[config.mk]
export PLATFORM = sky130hd
export DESIGN_NAME = signed_integer_to_radix_digits_flat
export DESIGN_NICKNAME = d
export VERILOG_FILES = /design/src/sitrd_pkg.sv /design/src/sitrd_if.sv /design/src/signed_integer_to_radix_digits.sv /design/src/sitrd_div.sv /design/src/sitrd_chk.sv /design/src/flat_wrapper.sv
export VERILOG_INCLUDE_DIRS = /design/src /design/src/src
export SDC_FILE = /design/constraint.sdc
export NUM_CORES = 1
export LEC_CHECK = 0
export BUFFER_PORTS_ARGS = -buffer_cell sky130_fd_sc_hd__buf_2
export CORE_ASPECT_RATIO = 0.75
export CORE_MARGIN = 2
export CORE_UTILIZATION = 40
export CTS_CLUSTER_DIAMETER = 100
export DETAILED_ROUTE_END_ITERATION = 10
export HOLD_SLACK_MARGIN = 0.12
export PLACE_DENSITY = 0.65
export SETUP_SLACK_MARGIN = 0.1
export SYNTH_ARGS = -nofsm -noshare
export SYNTH_HDL_FRONTEND = slang
export SYNTH_SLANG_ARGS = --single-unit
[constraint.sdc]
create_clock -name clk -period 21.7 [get_ports clk]
set_input_delay 3.255 -clock clk [delete_from_list [all_inputs] [get_ports clk]]
set_output_delay 3.255 -clock clk [all_outputs]
set_load 0.02 [all_outputs]
[src/signed_integer_to_radix_digits_assert.svh]
// Assertion macros shared by the radix conversion RTL.
`ifndef SIGNED_INTEGER_TO_RADIX_DIGITS_ASSERT_SVH
`define SIGNED_INTEGER_TO_RADIX_DIGITS_ASSERT_SVH
`ifndef SYNTHESIS
// Checks that a property holds on every rising clock edge outside reset.
`define SITRD_ASSERT_CLK(lbl, clk, rstn, prop, msg) \
	lbl: assert property (@(posedge clk) disable iff (!rstn) prop) \
		else $error(msg);
// Checks that a condition never holds on a rising clock edge outside reset.
`define SITRD_ASSERT_NEVER(lbl, clk, rstn, cond, msg) \
	`SITRD_ASSERT_CLK(lbl, clk, rstn, !(cond), msg)
`else
`define SITRD_ASSERT_CLK(lbl, clk, rstn, prop, msg)
`define SITRD_ASSERT_NEVER(lbl, clk, rstn, cond, msg)
`endif
`endif

[src/sitrd_pkg.sv]
// Shared constants and types for the signed integer to radix digits block.
`timescale 1ns / 1ps
package sitrd_pkg;

	localparam int VALUE_WIDTH  = 32;
	localparam int MAX_SYMBOLS  = 32;
	localparam int REG_SYMBOLS  = 32;
	localparam int SYM_W        = 8;
	localparam int BASE_W       = 6;
	localparam int DIGIT_W      = $clog2(REG_SYMBOLS);
	localparam int CFG_IDX_W    = 3;
	localparam int CFG_DATA_W   = 64;
	localparam int SYMS_PER_REG = CFG_DATA_W / SYM_W;
	localparam int NUM_SYM_REGS = REG_SYMBOLS / SYMS_PER_REG;
	localparam int SYM_REG_IDX_W = $clog2(NUM_SYM_REGS);

	// Register indexes of the configuration port.
	localparam logic [CFG_IDX_W-1:0] CFG_BASE_SIZE     = 3'd0;
	localparam logic [CFG_IDX_W-1:0] CFG_SYMBOLS_FIRST = 3'd1;

	// Reset contents: radix ten with the decimal digits as alphabet.
	localparam logic [BASE_W-1:0] BASE_SIZE_RESET = 6'd10;
	localparam logic [NUM_SYM_REGS*CFG_DATA_W-1:0] SYM_RESET = {
		64'h0000_0000_0000_0000,
		64'h0000_0000_0000_0000,
		64'h0000_0000_0000_3938,
		64'h3736_3534_3332_3130
	};

	localparam logic [SYM_W-1:0] SIGN_CHAR = 8'h2D;
	localparam logic [SYM_W-1:0] PLUS_CHAR = 8'h2B;

	// Divider: DIV_BITS quotient bits per cycle.
	localparam int DIV_BITS   = 8;
	localparam int DIV_CYCLES = (VALUE_WIDTH + DIV_BITS - 1) / DIV_BITS;
	localparam int DIV_W      = DIV_CYCLES * DIV_BITS;
	localparam int DIVCNT_W   = $clog2(DIV_CYCLES + 1);

	localparam int MAX_DIGITS = VALUE_WIDTH;
	localparam int IDX_W      = $clog2(MAX_DIGITS);

	typedef struct packed {
		logic ready;
		logic ok;
	} chk_status_t;

endpackage

[src/sitrd_if.sv]
// Valid/ready channel interfaces for input values, output symbols and configuration.
`timescale 1ns / 1ps
interface sitrd_in_if;
	import sitrd_pkg::*;
	logic                          valid;
	logic                          ready;
	logic signed [VALUE_WIDTH-1:0] value;
	modport source (output valid, output value, input ready);
	modport sink (input valid, input value, output ready);
endinterface

interface sitrd_out_if;
	import sitrd_pkg::*;
	logic             valid;
	logic             ready;
	logic [SYM_W-1:0] symbol;
	logic             last;
	logic             bad_base;
	modport source (output valid, output symbol, output last, output bad_base, input ready);
	modport sink (input valid, input symbol, input last, input bad_base, output ready);
endinterface

interface sitrd_cfg_if;
	import sitrd_pkg::*;
	logic                  valid;
	logic                  ready;
	logic [CFG_IDX_W-1:0]  index;
	logic [CFG_DATA_W-1:0] data;
	modport source (output valid, output index, output data, input ready);
	modport sink (input valid, input index, input data, output ready);
endinterface

[src/signed_integer_to_radix_digits.sv]
// Top level: converts signed values into radix text words under a small sequencer.
`timescale 1ns / 1ps
// Each digit takes one pass through the shared divider (a start step, then steps of eight
// quotient bits). Then words go out one per cycle while the receiver keeps ready high: a
// sign word if negative, then the digits. The next value is taken once the last word has
// been handed to the output register.
// A bad alphabet or radix size gives one flagged word per value, a zero symbol marked last and bad_base.
// Reset is asynchronous, active low, loads radix ten with decimal digits; it and each write start a sweep of all 32 symbols with din.ready low.
`include "signed_integer_to_radix_digits_assert.svh"
module signed_integer_to_radix_digits (
	input logic         clk,
	input logic         arst_n,
	sitrd_in_if.sink    din,
	sitrd_out_if.source dout,
	sitrd_cfg_if.sink   cfg
);
	import sitrd_pkg::*;

	// Sequencer states.
	localparam logic [2:0] ST_IDLE = 3'd0;
	localparam logic [2:0] ST_DIV  = 3'd1;
	localparam logic [2:0] ST_SIGN = 3'd2;
	localparam logic [2:0] ST_EMIT = 3'd3;
	localparam logic [2:0] ST_BAD  = 3'd4;

	// Configuration registers.
	logic [BASE_W-1:0]             base_size_q;
	logic [CFG_DATA_W-1:0]         sym_reg_q [NUM_SYM_REGS];
	logic [REG_SYMBOLS*SYM_W-1:0]  symbols_flat;
	logic                          cfg_wr;
	logic [CFG_IDX_W-1:0]          sym_off;

	// Sequencer and digit store.
	logic [2:0]             state_q;
	logic [IDX_W-1:0]       nd_q;
	logic [IDX_W-1:0]       rd_q;
	logic [DIGIT_W-1:0]     digit_q [MAX_DIGITS];
	logic                   in_acc;
	logic                   out_free;
	logic                   out_load;
	logic [VALUE_WIDTH-1:0] value_u;
	logic                   value_neg;
	logic [VALUE_WIDTH-1:0] mag;

	// Output register.
	logic             out_valid_q;
	logic [SYM_W-1:0] out_symbol_q;
	logic             out_last_q;
	logic             out_bad_q;

	// Divider hookup.
	logic                   div_start;
	logic [VALUE_WIDTH-1:0] div_dividend;
	logic                   div_done;
	logic [VALUE_WIDTH-1:0] div_quot;
	logic [BASE_W-1:0]      div_rem;

	chk_status_t chk_status;

	// Configuration writes are always taken; the alphabet sweep restarts on each of them.
	assign cfg.ready = 1'b1;
	assign cfg_wr    = cfg.valid && cfg.ready;
	assign sym_off   = cfg.index - CFG_SYMBOLS_FIRST;

	always_ff @(posedge clk or negedge arst_n) begin
		if (!arst_n) begin
			base_size_q <= BASE_SIZE_RESET;
			for (int i = 0; i < NUM_SYM_REGS; i++) begin
				sym_reg_q[i] <= SYM_RESET[i*CFG_DATA_W +: CFG_DATA_W];
			end
		end else if (cfg_wr) begin
			if (cfg.index == CFG_BASE_SIZE) begin
				base_size_q <= cfg.data[BASE_W-1:0];
			end else if (cfg.index >= CFG_SYMBOLS_FIRST
					&& int'(sym_off) < NUM_SYM_REGS) begin
				sym_reg_q[sym_off[SYM_REG_IDX_W-1:0]] <= cfg.data;
			end
		end
	end

	for (genvar g = 0; g < NUM_SYM_REGS; g++) begin : g_flat
		assign symbols_flat[g*CFG_DATA_W +: CFG_DATA_W] = sym_reg_q[g];
	end

	sitrd_chk u_chk (
		.clk       (clk),
		.arst_n    (arst_n),
		.restart   (cfg_wr),
		.base_size (base_size_q),
		.symbols   (symbols_flat),
		.status    (chk_status)
	);

	// The magnitude is taken in unsigned arithmetic, so the most negative value
	// maps onto its true size rather than overflowing.
	assign value_u   = din.value;
	assign value_neg = value_u[VALUE_WIDTH-1];
	assign mag       = value_neg ? (~value_u + 1'b1) : value_u;

	assign din.ready = (state_q == ST_IDLE) && chk_status.ready;
	assign in_acc    = din.valid && din.ready;
	assign out_free  = !out_valid_q || dout.ready;
	// A word is handed to the output register in every emitting state once it is free.
	assign out_load  = out_free
		&& (state_q == ST_SIGN || state_q == ST_EMIT || state_q == ST_BAD);

	// The divider is started on a good value, and again after every digit
	// while the quotient is still non-zero.
	assign div_start    = (in_acc && chk_status.ok)
		|| (state_q == ST_DIV && div_done && div_quot != '0);
	assign div_dividend = (state_q == ST_IDLE) ? mag : div_quot;

	sitrd_div u_div (
		.clk      (clk),
		.arst_n   (arst_n),
		.start    (div_start),
		.dividend (div_dividend),
		.radix    (base_size_q),
		.done     (div_done),
		.quot     (div_quot),
		.rem      (div_rem)
	);

	logic neg_q;

	always_ff @(posedge clk or negedge arst_n) begin
		if (!arst_n) begin
			state_q     <= ST_IDLE;
			nd_q        <= '0;
			rd_q        <= '0;
			neg_q       <= 1'b0;
			out_valid_q <= 1'b0;
		end else begin
			if (out_load) begin
				out_valid_q <= 1'b1;
			end else if (dout.ready) begin
				out_valid_q <= 1'b0;
			end
			unique case (state_q)
				ST_IDLE: begin
					if (in_acc) begin
						neg_q   <= value_neg;
						nd_q    <= '0;
						state_q <= chk_status.ok ? ST_DIV : ST_BAD;
					end
				end
				ST_DIV: begin
					// Digits come out least significant first and are read back in reverse.
					if (div_done) begin
						if (div_quot == '0) begin
							rd_q    <= nd_q;
							state_q <= neg_q ? ST_SIGN : ST_EMIT;
						end else begin
							nd_q <= nd_q + 1'b1;
						end
					end
				end
				ST_SIGN: begin
					if (out_free) begin
						state_q <= ST_EMIT;
					end
				end
				ST_EMIT: begin
					if (out_free) begin
						if (rd_q == '0) begin
							state_q <= ST_IDLE;
						end else begin
							rd_q <= rd_q - 1'b1;
						end
					end
				end
				ST_BAD: begin
					if (out_free) begin
						state_q <= ST_IDLE;
					end
				end
				default: begin
					state_q <= ST_IDLE;
				end
			endcase
		end
	end

	always_ff @(posedge clk) begin
		if (state_q == ST_DIV && div_done) begin
			digit_q[nd_q] <= div_rem[DIGIT_W-1:0];
		end
	end

	// Output word payload; loaded whenever the sequencer hands over a word.
	always_ff @(posedge clk) begin
		if (out_free) begin
			case (state_q)
				ST_SIGN: begin
					out_symbol_q <= SIGN_CHAR;
					out_last_q   <= 1'b0;
					out_bad_q    <= 1'b0;
				end
				ST_EMIT: begin
					out_symbol_q <= symbols_flat[digit_q[rd_q]*SYM_W +: SYM_W];
					out_last_q   <= (rd_q == '0);
					out_bad_q    <= 1'b0;
				end
				ST_BAD: begin
					out_symbol_q <= '0;
					out_last_q   <= 1'b1;
					out_bad_q    <= 1'b1;
				end
				default: begin
					out_symbol_q <= out_symbol_q;
				end
			endcase
		end
	end

	assign dout.valid    = out_valid_q;
	assign dout.symbol   = out_symbol_q;
	assign dout.last     = out_last_q;
	assign dout.bad_base = out_bad_q;

	`SITRD_ASSERT_CLK(a_one_value_at_a_time, clk, arst_n, in_acc |=> !din.ready, "input taken while busy")
	`SITRD_ASSERT_CLK(a_rem_below_radix, clk, arst_n, div_done |-> (div_rem < base_size_q), "digit not below radix")
	`SITRD_ASSERT_NEVER(a_bad_word_form, clk, arst_n, dout.valid && dout.bad_base && (!dout.last || (|dout.symbol)), "malformed bad base word")

endmodule

[src/sitrd_div.sv]
// Iterative restoring divider by a small radix, several quotient bits per cycle.
`timescale 1ns / 1ps
module sitrd_div (
	input  logic                            clk,
	input  logic                            arst_n,
	input  logic                            start,
	input  logic [sitrd_pkg::VALUE_WIDTH-1:0] dividend,
	input  logic [sitrd_pkg::BASE_W-1:0]      radix,
	output logic                            done,
	output logic [sitrd_pkg::VALUE_WIDTH-1:0] quot,
	output logic [sitrd_pkg::BASE_W-1:0]      rem
);
	import sitrd_pkg::*;

	logic                busy_q;
	logic                done_q;
	logic [DIVCNT_W-1:0] cnt_q;
	logic [DIV_W-1:0]    num_q;
	logic [BASE_W-1:0]   rem_q;
	logic [DIV_W-1:0]    num_next;
	logic [BASE_W-1:0]   rem_next;

	// Each step brings down one dividend bit and shifts in one quotient bit.
	always_comb begin
		logic [BASE_W:0] t;
		logic            ge;
		num_next = num_q;
		rem_next = rem_q;
		for (int k = 0; k < DIV_BITS; k++) begin
			t = {rem_next, num_next[DIV_W-1]};
			ge = (t >= {1'b0, radix});
			if (ge) begin
				rem_next = BASE_W'(t - {1'b0, radix});
			end else begin
				rem_next = t[BASE_W-1:0];
			end
			num_next = {num_next[DIV_W-2:0], ge};
		end
	end

	always_ff @(posedge clk or negedge arst_n) begin
		if (!arst_n) begin
			busy_q <= 1'b0;
			done_q <= 1'b0;
			cnt_q  <= '0;
		end else begin
			done_q <= !start && busy_q && (cnt_q == DIVCNT_W'(DIV_CYCLES - 1));
			if (start) begin
				busy_q <= 1'b1;
				cnt_q  <= '0;
			end else if (busy_q) begin
				cnt_q <= cnt_q + 1'b1;
				if (cnt_q == DIVCNT_W'(DIV_CYCLES - 1)) begin
					busy_q <= 1'b0;
				end
			end
		end
	end

	always_ff @(posedge clk) begin
		if (start) begin
			num_q <= DIV_W'(dividend);
			rem_q <= '0;
		end else if (busy_q) begin
			num_q <= num_next;
			rem_q <= rem_next;
		end
	end

	assign done = done_q;
	assign quot = num_q[VALUE_WIDTH-1:0];
	assign rem  = rem_q;

endmodule

[src/sitrd_chk.sv]
// Alphabet checker: sweeps the symbol table for forbidden and repeated symbols.
`timescale 1ns / 1ps
module sitrd_chk (
	input  logic                                           clk,
	input  logic                                           arst_n,
	input  logic                                           restart,
	input  logic [sitrd_pkg::BASE_W-1:0]                   base_size,
	input  logic [sitrd_pkg::REG_SYMBOLS*sitrd_pkg::SYM_W-1:0] symbols,
	output sitrd_pkg::chk_status_t                         status
);
	import sitrd_pkg::*;

	logic               busy_q;
	logic               err_q;
	logic [DIGIT_W-1:0] idx_q;
	logic [SYM_W-1:0]   cur;
	logic               in_range;
	logic               forbidden;
	logic               dup;
	logic               size_ok;

	assign cur       = symbols[idx_q*SYM_W +: SYM_W];
	assign in_range  = BASE_W'(idx_q) < base_size;
	assign forbidden = (cur == '0) || (cur == PLUS_CHAR) || (cur == SIGN_CHAR);

	// Compare the current symbol with every later symbol inside the alphabet.
	always_comb begin
		dup = 1'b0;
		for (int j = 0; j < REG_SYMBOLS; j++) begin
			if (j > int'(idx_q) && j < int'(base_size)
					&& symbols[j*SYM_W +: SYM_W] == cur) begin
				dup = 1'b1;
			end
		end
	end

	assign size_ok = (int'(base_size) >= 2) && (int'(base_size) <= MAX_SYMBOLS)
		&& (int'(base_size) <= REG_SYMBOLS);

	always_ff @(posedge clk or negedge arst_n) begin
		if (!arst_n) begin
			busy_q <= 1'b1;
			err_q  <= 1'b0;
			idx_q  <= '0;
		end else if (restart) begin
			busy_q <= 1'b1;
			err_q  <= 1'b0;
			idx_q  <= '0;
		end else if (busy_q) begin
			if (in_range && (forbidden || dup)) begin
				err_q <= 1'b1;
			end
			if (idx_q == DIGIT_W'(REG_SYMBOLS - 1)) begin
				busy_q <= 1'b0;
			end else begin
				idx_q <= idx_q + 1'b1;
			end
		end
	end

	assign status.ready = !busy_q;
	assign status.ok    = size_ok && !err_q;

endmodule

[src/flat_wrapper.sv]
// flat-port wrapper written by rule: the top's interface ports become plain ports
module signed_integer_to_radix_digits_flat import sitrd_pkg::*;
  (clk, arst_n, din_valid, din_value, din_ready, dout_valid, dout_symbol, dout_last, dout_bad_base, dout_ready, cfg_valid, cfg_index, cfg_data, cfg_ready);
  sitrd_in_if din_i ();
  sitrd_out_if dout_i ();
  sitrd_cfg_if cfg_i ();
  input logic clk;
  input logic arst_n;
  input wire logic [$bits(din_i.valid)-1:0] din_valid;
  input wire logic [$bits(din_i.value)-1:0] din_value;
  output wire logic [$bits(din_i.ready)-1:0] din_ready;
  output wire logic [$bits(dout_i.valid)-1:0] dout_valid;
  output wire logic [$bits(dout_i.symbol)-1:0] dout_symbol;
  output wire logic [$bits(dout_i.last)-1:0] dout_last;
  output wire logic [$bits(dout_i.bad_base)-1:0] dout_bad_base;
  input wire logic [$bits(dout_i.ready)-1:0] dout_ready;
  input wire logic [$bits(cfg_i.valid)-1:0] cfg_valid;
  input wire logic [$bits(cfg_i.index)-1:0] cfg_index;
  input wire logic [$bits(cfg_i.data)-1:0] cfg_data;
  output wire logic [$bits(cfg_i.ready)-1:0] cfg_ready;
  assign din_i.valid = din_valid;
  assign din_i.value = din_value;
  assign din_ready = din_i.ready;
  assign dout_valid = dout_i.valid;
  assign dout_symbol = dout_i.symbol;
  assign dout_last = dout_i.last;
  assign dout_bad_base = dout_i.bad_base;
  assign dout_i.ready = dout_ready;
  assign cfg_i.valid = cfg_valid;
  assign cfg_i.index = cfg_index;
  assign cfg_i.data = cfg_data;
  assign cfg_ready = cfg_i.ready;
  signed_integer_to_radix_digits u_core (.clk(clk), .arst_n(arst_n), .din(din_i), .dout(dout_i), .cfg(cfg_i));
endmodule
==> metrics, run 1 <==
FMAX=around 54 MHz; Core Region=76500 um^2; chip width=324 um; via count=about 23k; nets=2829; GRT Util Overall=0.269; CP Data Arrival Time=19.09 ns; largest net degree at the start of global routing=between 150 and 200; later-pin clock latency in the skew report=0.65 ns; final setup violating endpoints=0; Reg clk slew, reported paths=0.06 ns; Slew HR=0.246; Crit path required time=22.27 ns; Post-CTS Hold Buffers=0; Synth area leader=dfrtp_1; routability cong.=around 1.0; Resized cells post-CTS=0; starting density of the core=0.402; H-tree Lvls=2; initial DRC count=slightly above 3k; syn nets=2779; vias per cell=between 6 and 7; max-cap violation count=0; Antenna Nets Post-Route=0; Yosys reg bits=497; outcome=completed; first-pass GRT wire length=157 mm; P&R area growth vs syn=11.5%; CTS Buffer Depth=3; CP Capture Type=flip-flop; top cells by area, synth=dfrtp_1 20%, edfxtp_1 20%, mux2_2 11%, mux4_2 9.2%, xor2_1 4.6%; DRC=0; IO Port Bufs=approximately 120; Final period util=0.854; final max-slew violation count=0; RSZ-0062 raised after global routing=no; sequential share of the synthesized area=0.437; Syn Std Cell Area=between 30000 and 40000 um^2; Netlist cell types=81; TritonCTS buffer count=52; Mean Syn Cell Area=11.8 um^2; row cnt=88; layout cells sized above 1=0.273; Clock Skew=0.0379 ns; setup TNS=0 ns; Post-synth ARST share=0.581; Main synth FF type=dfrtp_1; Critical-path top delay cell=dfstp_2; Clock Sinks=497; Post-synth top cells=290 x mux2_2, 251 x dfrtp_1, 202 x edfxtp_1; most frequent cell after synthesis=mux2_2; minimum clock period=18.52 ns; vias in the first global route=22.3k; initial antenna violation count=8; peak fanout along the critical path=20; DR WL/cell=29.1 um; GRT overflow=0; crit path kind=flip-flop to flip-flop; Final Hold Fails=0; CP peak stage delay=0.88 ns; synthesized instance count=2603; drt pass-1 iters=7; DP Wirelength=80.8 mm; CTS Root Cell=clkbuf_16; Yosys warnings=0; wirelength, routed=109 mm; full die area=79300 um^2; DIE HEIGHT=244 um; post-CTS setup-driven buffer insertion count=0; crit start category=flip-flop; worst slew pin tran=1.13 ns; worst min path class=flip-flop to flip-flop; IO Count=between 100 and 150; EDFF count, synth=between 200 and 250; CTS tree=yes; Yosys top cell area share=0.204
## area by class of cell
class                           count  area, um^2
Antenna cell                        2        5.00
Fill cell                        7002       42200
Clock buffer                       71        1420
Tap cell                         1035        1290
Multi-Input combinational cell   1885       16600
Sequential cell                   497       13500
Timing Repair Buffer              161         968
Inverter                           56         210
Clock inverter                     27         367
## sequential cells by signal (all words and copies together), names as in the netlist
register and flops:
u_core.sym_reg_q 256, u_core.digit_q 160, u_core.u_div.quot 32, u_core.dout.symbol 8
u_core.base_size_q 6, u_core.u_div.rem 6, u_core.nd_q 5, u_core.rd_q 5
u_core.u_chk.idx_q 5, u_core.state_q 3, u_core.u_div.cnt_q 3, u_core.dout.bad_base 1
u_core.dout.last 1, u_core.dout.valid 1, u_core.neg_q 1, u_core.u_chk.busy_q 1
u_core.u_chk.err_q 1, u_core.u_div.busy_q 1, u_core.u_div.done 1
## cell usage in the layout, fill, tap and decap left out, types with 43 or more instances in the layout
master	Yosys	routed
o21ai_0	120	120
mux2i_1	97	88
dfrtp_1	251	248
clkbuf_16	0	52
buf_2	50	114
a211oi_1	101	101
nor4_1	58	58
xnor2_1	146	146
nor2b_1	64	64
nand2_1	132	132
nor2_1	102	102
edfxtp_1	202	202
ha_1	64	64
mux2_2	290	290
inv_1	53	53
a21oi_1	105	105
buf_4	4	43
mux4_2	126	126
xor2_1	161	161
## critical path: cells and delay by family (launching register included)
family                   cells  cell delay, ns
AO/OA/AOI/OAI               39            9.79
adder cells (fa/ha/maj)      8            2.54
buffers and inverters        7            0.96
flip-flops                   1            0.88
multiplexers                 5            2.20
AND/OR/NAND/NOR             14            2.13
## stage by stage
| stage | utilization | setup WS, ns | instances | hold WS, ns | area, um^2 |
|---|---|---|---|---|---|
| after global routing | 0.449 | 1.67 | 3732 | 0.520 | 34300 |
| after CTS | 0.449 | 3.40 | 3732 | 0.477 | 34300 |
| after global placement | 0.425 | 4.08 | 3634 | 0.459 | 32600 |
| final | 0.449 | 3.18 | 3734 | 0.474 | 34400 |
| after floorplan | - | 5.61 | 2603 | 0.440 | 30800 |
| after detailed placement | 0.425 | 3.45 | 3634 | 0.462 | 32600 |
## routing by layer
layer,up-vias,part of all wire,global-route usage
li1,9894,-,-
met2,1075,0.39,0.354
met5,-,0.00020,0
met1,11800,0.47,0.414
met3,119,0.12,0.101
met4,4,0.019,0.0523
## cell families (layout without fill, tap and decap cells)
kind of cell | count (synthesis) | in the layout | synth area share
simple gates | 530 | 530 | 0.0877
fa+ha+maj | 72 | 72 | 0.0312
compound gates | 457 | 457 | 0.0947
xor+xnor | 307 | 307 | 0.0873
buf+inv | 221 | 315 | 0.0295
mux | 518 | 518 | 0.232
flops | 497 | 497 | 0.437
other cells | 1 | 3 | 0.000122
## worst paths after layout
kind                                        from  slack, ns              endpoint  cells past startpoint
max in group asynchronous                 arst_n      17.56  u_core.sym_reg_q[37]                      2
max reg2reg                u_core.base_size_q[1]       3.18   u_core.u_div.rem[0]                     73
min                                 u_core.neg_q       0.47          u_core.neg_q                      2
min reg2reg                         u_core.neg_q       0.47          u_core.neg_q                      2
max                        u_core.base_size_q[1]       3.18   u_core.u_div.rem[0]                     73
min in group asynchronous                 arst_n       2.67  u_core.sym_reg_q[80]                      1
Power of run 1 is not shown: default switching activity piles up to over one toggle a cycle in this logic, so the estimate is an artifact.
==> run 2: changes to the inputs <==
--- a/config.mk
+++ b/config.mk
@@ -14,6 +14,7 @@
 export DETAILED_ROUTE_END_ITERATION = 10
 export HOLD_SLACK_MARGIN = 0.12
 export PLACE_DENSITY = 0.65
+export RECOVER_POWER = 50
 export SETUP_SLACK_MARGIN = 0.1
 export SYNTH_ARGS = -nofsm -noshare
 export SYNTH_HDL_FRONTEND = slang
==> run 2 against run 1 <==
Compared with the run above:
- the flow now finishes with violations (capacitance limit, slew limit)
- core utilization decreased by 0.082 points
- via count is 0.76% higher
- critical path depth up 1
==> metrics, run 2 (same netlist as run 1, synthesis figures left out) <==
Post-CTS Hold Buffers=0; later-pin clock latency in the skew report=0.65 ns; DR WL/cell=around 29 um; first-pass GRT wire length=around 160 mm; minimum clock period=19.23 ns; Clock Sinks=497; full die area=around 79000 um^2; Slew HR=-3.59; Reg-to-Reg Start=u_core.u_div.rem[3]; crit path kind=flip-flop to flip-flop; Final Hold Fails=0; worst min path class=flip-flop to flip-flop; P&R area growth vs syn=11.3%; final setup violating endpoints=0; Reg clk slew, reported paths=0.06 ns; max-cap violation count=5; CP Data Arrival Time=~20 ns; vias per cell=6.18; R2R setup slack=~2.5 ns; Resized cells post-CTS=0; final max-slew violation count=257; crit start category=flip-flop; row cnt=88; Worst path depth=74; commonest non-fill, non-tap cell in the layout=mux2_2; Crit. Startpoint=u_core.u_div.rem[3]; worst slew pin tran=6.88 ns; most frequent cells in the layout=290 x mux2_2, 248 x dfrtp_1, 202 x edfxtp_1; Antenna Nets Post-Route=0; IO Port Bufs=approximately 120; IO Count=117; Final period util=0.886; CP peak stage delay=1.13 ns; crit path to=u_core.u_div.rem[0]; failing checks=capacitance limit, slew limit; Crit path required time=22.27 ns; layout cells sized above 1=0.267; H-tree Lvls=2; largest register by flop count=u_core.sym_reg_q; FMAX=52.0 MHz; starting density of the core=0.402; TritonCTS buffer count=52; CP dominant cell by count=a21oi_1; CP delay by family, top=compound AO/OA/AOI/OAI gates; peak fanout along the critical path=35; vias in the first global route=22.3k; Clock Skew=0.0396 ns; Critical-path top delay cell=clkbuf_1; DIE HEIGHT=244 um; setup TNS=0 ns; via count=between 20k and 25k; initial DRC count=2983; RR Endpoint=u_core.u_div.rem[0]; max reg flops=256; chip width=324 um; DRC=0; wirelength, routed=109 mm; drt pass-1 iters=5; GRT overflow=0; GRT Util Overall=0.269; routability cong.=1.01; outcome=finished with violations; post-CTS setup-driven buffer insertion count=0; initial antenna violation count=8; CP Capture Type=flip-flop; WP buf/inv=7; CTS Root Cell=clkbuf_16; CTS Buffer Depth=3; largest net degree at the start of global routing=167; Core Region=around 77000 um^2; nets=2829; FF-to-FF path depth=74; DP Wirelength=between 80 and 90 mm; RSZ-0062 raised after global routing=no; CTS tree=yes
==> run 2: worst register-to-register path: cells and delay by family (launching register included) <==
family	cells	cell delay [ns]
mux	5	2.21
simple gates	14	2.13
fa+ha+maj	8	2.68
flops	1	0.31
compound gates	40	9.89
buf+inv	7	1.95
==> run 2: metal layers <==
layer / vias up / share of wire / GRT usage
met2: 1149 / 0.39 / 0.354
met1: 11900 / 0.47 / 0.414
met5: - / 0.00020 / 0
met3: 119 / 0.13 / 0.101
li1: 9904 / - / -
met4: 4 / 0.018 / 0.0523
==> run 2: worst min-delay path by stage <==
stage	start	endpoint	slack [ns]	cells past startpoint
after floorplan	u_core.neg_q	u_core.neg_q	0.44	2
after detailed placement	u_core.neg_q	u_core.neg_q	0.46	2
after CTS	u_core.neg_q	u_core.neg_q	0.48	2
final	u_core.neg_q	u_core.neg_q	0.47	2
after global routing	u_core.neg_q	u_core.neg_q	0.52	2
after global placement	u_core.neg_q	u_core.neg_q	0.46	2
==> run 2: layout make-up <==
class	count	area, um^2
Sequential cell	497	13500
Clock buffer	71	1420
Tap cell	1035	1290
Timing Repair Buffer	161	916
Inverter	56	210
Fill cell	7014	42200
Clock inverter	27	367
Antenna cell	2	5.00
Multi-Input combinational cell	1885	16600
==> run 2: through the flow <==
stage / setup WS, ns / utilization / instance area (um^2) / std cells / hold slack (ns)
3_5_place_dp: 3.45 / 0.425 / 32600 / 3634 / 0.462
3_3_place_gp: 4.08 / 0.425 / 32600 / 3634 / 0.459
6_report: 2.47 / 0.448 / 34300 / 3734 / 0.474
5_1_grt: 0.878 / 0.448 / 34300 / 3732 / 0.521
2_1_floorplan: 5.61 / - / 30800 / 2603 / 0.440
4_1_cts: 3.40 / 0.449 / 34300 / 3732 / 0.477
Power of run 2 is left out for the same reason.
==> run 3: changes to the inputs <==
--- a/config.mk
+++ b/config.mk
@@ -7,7 +7,7 @@
 export NUM_CORES = 1
 export LEC_CHECK = 0
 export BUFFER_PORTS_ARGS = -buffer_cell sky130_fd_sc_hd__buf_2
-export CORE_ASPECT_RATIO = 0.75
+export CORE_ASPECT_RATIO = 0.5
 export CORE_MARGIN = 2
 export CORE_UTILIZATION = 40
 export CTS_CLUSTER_DIAMETER = 100
==> run 3 against run 2 <==
Compared with the run above:
- the run still ends with capacitance limit, slew limit left
- die area increased by 0.14%
- global-route usage shrank 2.3 points
- setup slack better by 0.86 ns
- hold slack gained 0.0024 ns
- largest cell class unchanged
- highest routed layer unchanged
==> metrics, run 3 (same netlist as run 1, synthesis figures left out) <==
outcome=finished with violations; failing checks=capacitance limit, slew limit; most frequent cells in the layout=290 x mux2_2, 248 x dfrtp_1, 202 x edfxtp_1; row cnt=71; CP Capture Type=flip-flop; crit start category=flip-flop; Final Hold Fails=0; hold path start=u_core.neg_q; H-tree Lvls=2; CTS tree=yes; busiest grt layer=met2; final max-slew violation count=329; Final period util=0.846; drt pass-1 iters=5; IO Count=between 100 and 150; largest net degree at the start of global routing=153; crit path kind=flip-flop to flip-flop; max-cap violation count=7; worst slew pin tran=4.56 ns; chip width=396 um; post-route cell area=approximately 34000 um^2; GRT Util Overall=0.246; TritonCTS buffer count=48; post-CTS setup-driven buffer insertion count=0; commonest non-fill, non-tap cell in the layout=mux2_2; via count=roughly 22k; wirelength, routed=99.0 mm; setup TNS=0 ns; FMAX=about 54 MHz; vias per cell=6.04; full die area=79400 um^2; routability cong.=1.02; minimum clock period=18.36 ns; GR Layer Usage met3=0.0508; P&R area growth vs syn=10.4%; GRT overflow=0; RSZ-0062 raised after global routing=no; initial antenna violation count=8; starting density of the core=0.407; DRC=0; max reg flops=256; DP Wirelength=70.9 mm; placed cells=around 3.6k; first-pass GRT wire length=around 150 mm; Post-CTS Hold Buffers=0; Clock Skew=between 0.02 and 0.025 ns; Crit path required time=22.24 ns; RR Endpoint=u_core.u_div.rem[0]; layout cells sized above 1=0.262; Reg clk slew, reported paths=0.06 ns; CP Data Arrival Time=approximately 19 ns; final setup violating endpoints=0; peak fanout along the critical path=35; met2 usage=0.369; FF-to-FF path depth=73; R2R setup slack=3.34 ns; final setup margin=3.34 ns; IO Port Bufs=115; crit path to=u_core.u_div.rem[0]; DR WL/cell=26.7 um; CTS Root Cell=clkbuf_16; Clock Sinks=497; CTS Buffer Depth=3; initial DRC count=around 2.5k; vias in the first global route=approximately 22k; largest register by flop count=u_core.sym_reg_q; Core Region=75700 um^2; fin cells=3708; Reg-to-Reg Start=u_core.u_div.rem[3]; later-pin clock latency in the skew report=~0.63 ns; Crit. Startpoint=u_core.u_div.rem[3]; DIE HEIGHT=200 um; Area after DPL=around 33000 um^2; Antenna Nets Post-Route=0; nets=2822; Critical-path top delay cell=dfxtp_1; CP peak stage delay=1.08 ns; worst slack, placed=3.48 ns; routing usage on met1=0.358; Slew HR=-2.04; worst min path class=flip-flop to flip-flop; Resized cells post-CTS=0
[run 3: worst min path at each step]
stage,endpoint,slack (ns),cells past startpoint
after detailed placement,u_core.neg_q,0.46,2
after floorplan,u_core.neg_q,0.44,2
after global placement,u_core.neg_q,0.46,2
after CTS,u_core.neg_q,0.48,2
after global routing,u_core.neg_q,0.52,2
final,u_core.neg_q,0.48,2
[run 3: worst max-delay path: cells and delay by family (launching register included)]
kind	cells	cell delay (ns)
flops	1	1.08
simple gates	15	2.14
fa+ha+maj	8	2.42
buf+inv	6	0.80
compound gates	38	9.19
mux	6	2.60
[run 3: stage by stage]
step / utilization / hold slack [ns]
2_1_floorplan: - / 0.440
3_3_place_gp: 0.430 / 0.461
3_5_place_dp: 0.430 / 0.462
4_1_cts: 0.450 / 0.477
5_1_grt: 0.449 / 0.519
6_report: 0.449 / 0.476
[run 3: routing by layer]
layer	vias up	wire, um
met5	-	21
met3	156	8750
met2	982	43500
met1	11400	43800
met4	4	2910
li1	9870	-
[run 3: final cells by class]
| cell class | count | area [um^2] |
|---|---|---|
| flip-flops and latches | 497 | 13500 |
| well taps | 1022 | 1280 |
| fillers | 6987 | 41700 |
| diodes | 3 | 7.51 |
| clock inverters | 26 | 274 |
| clock buffers | 61 | 1270 |
| repair buffers | 158 | 881 |
| inverters | 56 | 210 |
| multi-input cells | 1885 | 16600 |
Power of run 3 is left out for the same reason.
